===== src/hw/rtl/cfla_pkg.sv =====
// Shared constants, codes and control types of the chunked free-list allocator.
package cfla_pkg;

  localparam int POOL_ENTRIES = 1024;
  localparam int PTR_W        = $clog2(POOL_ENTRIES);
  localparam int CNT_W        = PTR_W + 1;
  localparam int CHUNK_W      = 11;
  localparam int HANDLE_W     = 10;
  localparam int OUTST_W      = 11;
  localparam int TOTAL_W      = 32;
  localparam int LEN_W        = (CNT_W > CHUNK_W) ? CNT_W : CHUNK_W;

  localparam logic [CHUNK_W-1:0] CHUNK_RESET = CHUNK_W'(512);
  localparam logic [OUTST_W-1:0] PEAK_MAX    = '1;

  localparam logic MODE_ALLOC = 1'b0;
  localparam logic MODE_FREE  = 1'b1;

  localparam logic STATUS_OK        = 1'b0;
  localparam logic STATUS_EXHAUSTED = 1'b1;

  typedef enum logic [2:0] {
    ST_IDLE,
    ST_CARVE,
    ST_POP_RD,
    ST_POP_UPD,
    ST_DONE
  } state_t;

  typedef struct packed {
    logic free_do;
    logic pop_rd;
    logic carve_start;
    logic carve_step;
    logic pop_upd;
    logic exhaust;
    logic load_out;
  } cmd_t;

  typedef struct packed {
    logic head_valid;
    logic can_carve;
    logic carve_last;
  } stat_t;

endpackage


===== src/hw/rtl/cfla_ctrl.sv =====
// Controller: sequences accept, carve, pop and result hand-off.
module cfla_ctrl (
  input  logic            clk,
  input  logic            rst_n,
  input  logic            in_valid,
  output logic            in_ready,
  input  logic            in_mode,
  output logic            out_valid,
  input  logic            out_ready,
  output cfla_pkg::cmd_t  cmd,
  input  cfla_pkg::stat_t stat
);
  import cfla_pkg::*;

  state_t state_r, state_nxt;
  logic   out_valid_r, out_valid_nxt;
  logic   slot_free;

  assign slot_free = !out_valid_r || out_ready;
  assign in_ready  = (state_r == ST_IDLE);
  assign out_valid = out_valid_r;

  // Next state.
  always_comb begin
    state_nxt = state_r;
    case (state_r)
      ST_IDLE: begin
        if (in_valid) begin
          if (in_mode == MODE_FREE) begin
            state_nxt = ST_DONE;
          end else if (stat.head_valid) begin
            state_nxt = ST_POP_UPD;
          end else if (stat.can_carve) begin
            state_nxt = ST_CARVE;
          end else begin
            state_nxt = ST_DONE;
          end
        end
      end
      ST_CARVE: begin
        if (stat.carve_last) begin
          state_nxt = ST_POP_RD;
        end
      end
      ST_POP_RD:  state_nxt = ST_POP_UPD;
      ST_POP_UPD: state_nxt = ST_DONE;
      ST_DONE: begin
        if (slot_free) begin
          state_nxt = ST_IDLE;
        end
      end
      default:    state_nxt = ST_IDLE;
    endcase
  end

  // Commands.
  always_comb begin
    cmd = '0;
    case (state_r)
      ST_IDLE: begin
        if (in_valid) begin
          if (in_mode == MODE_FREE) begin
            cmd.free_do = 1'b1;
          end else if (stat.head_valid) begin
            cmd.pop_rd = 1'b1;
          end else if (stat.can_carve) begin
            cmd.carve_start = 1'b1;
          end else begin
            cmd.exhaust = 1'b1;
          end
        end
      end
      ST_CARVE:   cmd.carve_step = 1'b1;
      ST_POP_RD:  cmd.pop_rd     = 1'b1;
      ST_POP_UPD: cmd.pop_upd    = 1'b1;
      ST_DONE:    cmd.load_out   = slot_free;
      default:    cmd = '0;
    endcase
  end

  always_comb begin
    out_valid_nxt = out_valid_r;
    if (cmd.load_out) begin
      out_valid_nxt = 1'b1;
    end else if (out_ready) begin
      out_valid_nxt = 1'b0;
    end
  end

  always_ff @(posedge clk) begin
    if (!rst_n) begin
      state_r     <= ST_IDLE;
      out_valid_r <= 1'b0;
    end else begin
      state_r     <= state_nxt;
      out_valid_r <= out_valid_nxt;
    end
  end

endmodule


===== config.mk =====
export PLATFORM = sky130hd
export DESIGN_NAME = cfla_ctrl
export DESIGN_NICKNAME = d
export VERILOG_FILES = /design/src/hw/rtl/cfla_pkg.sv /design/src/hw/rtl/cfla_ctrl.sv
export SDC_FILE = /design/constraint.sdc
export NUM_CORES = 1
export LEC_CHECK = 0
export BUFFER_PORTS_ARGS = -buffer_cell sky130_fd_sc_hd__clkbuf_2
export CAP_MARGIN = 30
export CORE_AREA = 2 2 39 41
export DETAILED_ROUTE_END_ITERATION = 6
export DIE_AREA = 0 0 41 43
export GPL_TIMING_DRIVEN = 0
export PLACE_DENSITY = 0.44
export SYNTH_ARGS = -nofsm -noshare
export SYNTH_HDL_FRONTEND = slang
export SYNTH_SLANG_ARGS = --single-unit

===== constraint.sdc =====
create_clock -name clk -period 1.55 [get_ports clk]
set_clock_uncertainty 0.1 [all_clocks]
set_input_delay 0.155 -clock clk [delete_from_list [all_inputs] [get_ports clk]]
set_output_delay 0.155 -clock clk [all_outputs]
set_load 0.03 [all_outputs]

==> results.md, run 1 <==
- Port buffer count: 16
- Ant diodes: 0
- Worst skew pair latency: 230 ps
- Footprint of the multi-input gates: 196.4 um^2
- Final worst setup slack: -25.01 ps
- # IOs: 17
- Reg area: 82.58 um^2
- Setup tns final: -25.01 ps
- Antenna Nets Post-Route: 0
- Run status: complete, but fails checks
- RR Endpoint: state_r[2]
- Via count: 324
- Biggest cell delay along the critical path: 370 ps
- Dpl ws: 36.06 ps
- Clock transition at path regs: 40 ps
- Slew Limit Fails: 0
- CP arrival: 1320 ps
- Vias in the first global route: 303
- Synthesized flop and latch total: 4
- Largest net degree at the start of global routing: 11
- Clk sink count: 4
- Worst Hold Depth: 2
- Cell-by-cell trace of the critical path: buf_6, or3b_4, nor2b_1, clkbuf_8
- Final hold vios: 0
- Share of cells above drive strength 1: 55.36%
- Post-synthesis sequential area ratio: 27.12%
- Post-route DRC: 0
- Setup crit start: state_r[0]
- Core Util, Final: 34.36%
- Die Span X: 41 um
- RSZ-0062 raised after global routing: yes
- Ys Warns: 0
- Cts hold-fix bufs: 0
- Reg2reg setup slack: 260 ps
- Slowest CP cell: or3b_4
- Initial core utilization: 21.34%
- Final Wtd Congestion: 0.6502
- Post-synth top area cell: dfxtp_1
- Highest routed layer: met3
- Post-synthesis area per instance: 8.685 um^2
- Startpoint Class: register
- Critical path peak fanout: 7
- Reg2Reg Depth: 5
- Post-synthesis cell count: 34
- Global-route wire length before repair: 1207 um
- Metal-1 WL: 322 um
- Maximum clock path buffer count: 2
- Slew headroom: 67.48%
- Worst VDD drop: 252.8 uV
- Initial antenna violation count: 0
- Routed WL: 736 um
- Dominant cells by area after synthesis: dfxtp_1, and3_1, a211oi_1
- Vias per Instance: 4.500
- DR WL met3: 44 um
- Setup violations, final: 1
- Max-cap viol count: 0
- CP endpoint kind: output port
- Core outline area: 1384 um^2
- CTS buffer count: 3
- Syn-to-layout area delta: 61.02%
- Count of cell types in the netlist: 21
- Failing checks: negative setup slack
- Leakage: 0.2333 nW
- Root Buffer: clkbuf_4
- Final worst-path cycle share: 101.6%
- Data required, critical path: 1290 ps
- DR WL/cell: 10.22 um
- Worst hold margin: 48.92 ps
- Num rows: 14
- Global-route usage over all layers: 10.65%
- Hold path startpoint: rst_n
- Initial DRC count: 0
- Worst min path class: in -> reg
- Met2 wire length: 369 um
- CTS H-Tree Depth: 1
- Die Ht: 43 um
- Worst slew pin tran: 481.7 ps
- Top cell type's share of synthesized area: 27.12%
- Gr ovfl total: 0
- DR pass1 iterations: 1
- Highest Clock Rate: 0.6349 GHz
- Syn Nets: 42
- FILL cells: 153
- CTS tree: yes
- Die ar.: 1763 um^2
- Pwr dens: 869.8 nW/um^2
- Layout Nets: 66
- Reg-to-Reg Start: state_r[0]
- Power, Total: 413.6 uW
- WHS Endpoint: state_r[2]
- Crit path kind: reg -> out
- Post-Syn Area: 295.3 um^2
- Min Clock Period, post-route: 1575 ps
[critical path, delay by kind of cell, from the launching register on]
family | cells | cell delay, ps
AND/OR/NAND/NOR | 2 | 500
flip-flops | 1 | 300
buffers and inverters | 2 | 300
[routing by layer]
layer	track usage (%)	up-vias
met1	12.90	142
met5	0	-
met3	3.141	0
met2	14.06	14
li1	-	168
met4	10.00	0
[repair_timing]
item	CTS	global route
cloned	0	0
setup buffers	3	2
hold endpoints to repair	0	0
resized for setup	6	1
setup endpoints to repair	2	4
pin swaps	1	1
[flip-flops by register name, indices dropped and copies added, names as in the netlist]
register	count
state_r	3
out_valid	1
[layout make-up]
| class | instances | share of cell area (%) |
|---|---|---|
| Clock buffer | 3 | 4.737 |
| Buffer | 1 | 2.368 |
| Sequential cell | 4 | 17.37 |
| Tap cell | 16 | 4.211 |
| Multi-Input combinational cell | 25 | 41.32 |
| Inverter | 2 | 1.579 |
| Timing Repair Buffer | 21 | 28.42 |
[power by group]
| part | total, mW | switching [mW] | internal, mW |
|---|---|---|---|
| Sequential | 0.123 | 0.00958 | 0.113 |
| Combinational | 0.163 | 0.0895 | 0.0733 |
| Clock | 0.128 | 0.0415 | 0.0865 |
[how the worst max path moves through the flow]
stage | end | cells after the start
final | cmd[0] | 4
after CTS | cmd[0] | 4
after floorplan | cmd[1] | 3
after detailed placement | cmd[0] | 4
after global placement | cmd[0] | 4
after global routing | cmd[0] | 4
[cells in the final DEF, fill, tap and decap left out]
cell type	synthesis	routed
a211oi_1	3	3
nor4b_4	0	1
dfxtp_1	4	2
clkbuf_2	0	14
o311ai_0	1	1
clkbuf_8	0	2
a21boi_1	1	1
o21bai_1	1	1
inv_1	2	2
nor3b_1	1	1
or3b_4	1	1
nor2_1	2	2
clkbuf_4	0	3
nor3_1	1	1
nand2b_1	3	3
buf_6	1	1
nor2_2	1	1
and3_1	4	4
buf_4	2	5
dfxtp_2	0	2
nor2b_1	1	1
a31oi_1	1	1
o31a_1	1	1
nor3_4	0	1
o21a_1	1	1
[synth_stat cells (all sizes together)]
master / instances
a31oi: 1
a21boi: 1
nor2: 3
dfxtp: 4
o311ai: 1
nor4b: 1
inv: 2
o31a: 1
buf: 3
nor3: 2
a211oi: 3
and3: 4
o21bai: 1
nor3b: 1
or3b: 1
nand2b: 3
o21a: 1
nor2b: 1
[per-stage QoR]
step / instances / cell area, um^2
finish: 72 / 475.5
global route: 72 / 475.5
CTS: 71 / 470.5
detailed placement: 66 / 410.4
global placement: 66 / 410.4
floorplan: 34 / 310.3
[logic make-up (layout without fill, tap and decap cells)]
| kind of cell | after synthesis | count (layout) | share of synthesized area (%) |
|---|---|---|---|
| AOI/OAI and AO/OA | 9 | 9 | 23.31 |
| buffers and inverters | 5 | 27 | 11.44 |
| DFF | 4 | 4 | 27.12 |
| and+or+nand+nor | 16 | 16 | 38.14 |
Power figures use the tool's default switching activity.
==> run 2: changes to the inputs <==
- ABC_AREA: unset -> 1
- PLACE_DENSITY: 0.44 -> 0.45
==> run 2 against run 1 <==
Compared with the run above: the flow now finishes without violations; synthesized cell count rose by 47%; sequential power rose by 83%; flip-flop and latch count did not move; critical path depth rose by 1; sequential share of layout area rose by 0.22 points; worst hold slack improved by 35 ps; routed wire length rose by 0.14%; first-iteration DRC count rose by 6; critical endpoint is now cmd[5]; largest cell class unchanged; largest power group unchanged.
==> results.md, run 2 <==
- Crit path kind: reg -> out
- Cell-internal power: 480.6 uW (+76%)
- Comb pwr share: 64.8% (+25 points)
- # IOs: 17 (unchanged)
- CTS H-Tree Depth: 1 (unchanged)
- Dominant cells by area after synthesis: dfxtp_1, nor2_1, inv_1
- Synthesized flop and latch total: 4 (unchanged)
- Ant diodes: 0 (unchanged)
- CTS buffer count: 3 (unchanged)
- Clk sink count: 4 (unchanged)
- Multiplexer area fraction after synthesis: 0% (unchanged)
- Highest Clock Rate: 0.6840 GHz (+7.7%)
- Post-synth top area cell: dfxtp_1
- Cell-by-cell trace of the critical path: nor2_4, inv_1, a21oi_2, o21a_1, clkbuf_8
- Highest routed layer: met3
- Worst slew pin tran: 206.6 ps (-275.1 ps)
- Post-synthesis cell count: 50 (+47%)
- Largest Register: state_r
- Leading cell type in the layout, fill and taps excluded: clkbuf_2
- Initial antenna violation count: 0 (unchanged)
- Leakage: 0.2624 nW (+12%)
- Largest net degree at the start of global routing: 7 (-4)
- Die ar.: 1763 um^2 (unchanged)
- Largest family of logic cells by synthesized area: simple AND/OR/NAND/NOR gates
- Synth Flop Type: dfxtp_1
- Vias per Instance: 4.218 (-6.3%)
- Cell Count, Final, Fillers Out: 87 (+21%)
- Worst VDD drop: 857.1 uV (+240%)
- Top-count cell post-synth: nor2_1
- Share of cells above drive strength 1: 49.30% (-6.1 points)
- Via count: 367 (+13%)
- Syn-to-layout area delta: 53.63%
- RSZ-0062 raised after global routing: no
- Initial DRC count: 6 (+6)
- Biggest cell delay along the critical path: 350 ps (-20 ps)
- Global-route usage over all layers: 9.548% (-1.1 points)
- Vias in the first global route: 266 (-12%)
- Gr ovfl total: 0 (unchanged)
- Ys Warns: 0 (unchanged)
- Final Wtd Congestion: 0.7580 (+17%)
- Count of cell types in the netlist: 17 (-19%)
- Data required, critical path: 1290 ps (about the same)
- Final hold vios: 0 (unchanged)
- Sw Pwr: 509.8 uW (+260%)
- Pwr dens: 2078 nW/um^2 (+140%)
- Layout Nets: 81 (+23%)
- Met2 wire length: 319 um (-14%)
- Max-cap viol count: 0 (unchanged)
- Slew headroom: 86.18% (+19 points)
- Post-Syn Area: 310.3 um^2 (+5.1%)
- DR WL/cell: 8.471 um (-17%)
- Post-route DRC: 0 (unchanged)
- Crit path max-delay family: flip-flops
- Cell Count Post-Placement: 82 (+24%)
- Routed WL: 737 um (+0.14%)
- Die Span X: 41 um (unchanged)
- Worst skew pair latency: 230 ps (about the same)
- CTS tree: yes
- Clock share of power: 12.5% (-19 points)
- Number of buffers and inverters on the critical path: 2 (unchanged)
- Cts hold-fix bufs: 0 (unchanged)
- CP endpoint kind: output port
- Startpoint Class: register
- Post-synthesis area per instance: 6.206 um^2 (-29%)
- Max FFs per register: 3 (unchanged)
- Top cell type's share of synthesized area: 25.81% (-1.3 points)
- CP arrival: 1210 ps (-110 ps)
- DR pass1 iterations: 4 (+3)
- Register share of total power: 22.7% (-7.0 points)
- Simple-gate share of the synthesized area: 50.00% (+12 points)
- Slew Limit Fails: 0 (unchanged)
- EDFF count, synth: 0 (unchanged)
- Post-synthesis compound-gate area fraction: 9.677% (-14 points)
- Setup tns final: 0 ps (+25.01 ps)
- Post-Synth Adder-Cell Area: 0% (unchanged)
- Slowest CP cell: dfxtp_2
- Setup violations, final: 0 (-1)
- Root Buffer: clkbuf_4
- Final worst-path cycle share: 94.33% (-7.3 points)
- Global-route wire length before repair: 1035 um (-14%)
- Port buffer count: 16 (unchanged)
- Core outline area: 1384 um^2 (unchanged)
- Switch share: 51.47% (+17 points)
- Synth top cells by count: nor2_1, inv_1, dfxtp_1, nand2_1
- DP HPWL: 602.1 um
- Clock transition at path regs: 40 ps (about the same)
- DR WL met3: 54 um (+23%)
- Post-synthesis sequential area ratio: 25.81% (-1.3 points)
- Syn Nets: 58 (+38%)
- Maximum clock path buffer count: 2 (unchanged)
- FILL cells: 154 (+0.65%)
- Worst min path class: in -> reg
- Most frequent cells in the layout: clkbuf_2, nor2_1, inv_1
- Initial core utilization: 22.42% (+1.1 points)
- Asr flop ratio synth: 0% (unchanged)
- Xor/xnor cell area share of the yosys netlist: 0% (unchanged)
- Critical path peak fanout: 5 (-2)
- Antenna Nets Post-Route: 0 (unchanged)
- Final worst setup slack: 87.96 ps (+113.0 ps)
- Die Ht: 43 um (unchanged)
- Num rows: 14 (unchanged)
- Run status: finished, final reports clean
- Metal-1 WL: 364 um (+13%)
- Min Clock Period, post-route: 1462 ps (-113.0 ps)
- Dpl ws: 128.3 ps (+92.24 ps)
## run 2: power by group through the flow
stage	Sequential [mW]	Combinational (mW)	Clock (mW)
finish	0.225	0.641	0.124
global route	0.233	0.703	0.136
CTS	0.212	0.626	0.134
detailed placement	0.208	0.577	0
global placement	0.209	0.579	0
floorplan	0.211	0.435	0
## run 2: cell type report
type                    count  area (um^2)  share of cell area, %
plain buffers               1        7.507                  1.575
multi-input cells          35        201.4                  42.26
clock buffers               3        22.52                  4.724
repair buffers             18        103.9                  21.78
inverters                  10        37.54                  7.874
flip-flops and latches      4        83.83                  17.59
well taps                  16        20.02                  4.199
## run 2: worst register-to-register path: cells and delay by family (launching register included)
| family | cells | cell delay (ps) |
|---|---|---|
| and+or+nand+nor | 6 | 450 |
| DFF | 1 | 350 |
| buffers and inverters | 1 | 120 |
## run 2: metal layers
| metal | global-route usage, % | up-vias |
|---|---|---|
| met1 | 12.26 | 154 |
| met5 | 0 | - |
| met3 | 3.141 | 0 |
| met4 | 10.00 | 0 |
| li1 | - | 201 |
| met2 | 11.25 | 12 |
## run 2: final timing paths
check	from	end	slack, ps	depth (start not counted)
max	state_r[0]	cmd[5]	90	5
min	rst_n	state_r[2]	80	3
max reg2reg	state_r[0]	state_r[2]	420	7
min reg2reg	out_valid	out_valid	520	3
## run 2: logic make-up (layout without fill, tap and decap cells)
logic type / after synthesis / count (layout)
DFF: 4 / 4
buffers and inverters: 11 / 32
and+or+nand+nor: 30 / 30
AOI/OAI and AO/OA: 5 / 5
## run 2: repair_timing
item / in CTS / in global routing
endpoints found under the setup margin: 3 / 4
setup buffers: 1 / 1
hold endpoints to repair: 0 / 0
resized for setup: 5 / 4
pin swaps: 1 / 0
## run 2: metrics by stage
stage	util (%)	hold WS, ps	total power [mW]	area, um^2
after floorplan	-	172.6	0.6463	315.3
after global placement	30.02	327.6	0.7874	415.4
after detailed placement	30.02	330.8	0.7850	415.4
after CTS	33.27	76.77	0.9722	460.4
after global routing	34.45	96.85	1.071	476.7
final	34.45	84.39	0.9904	476.7
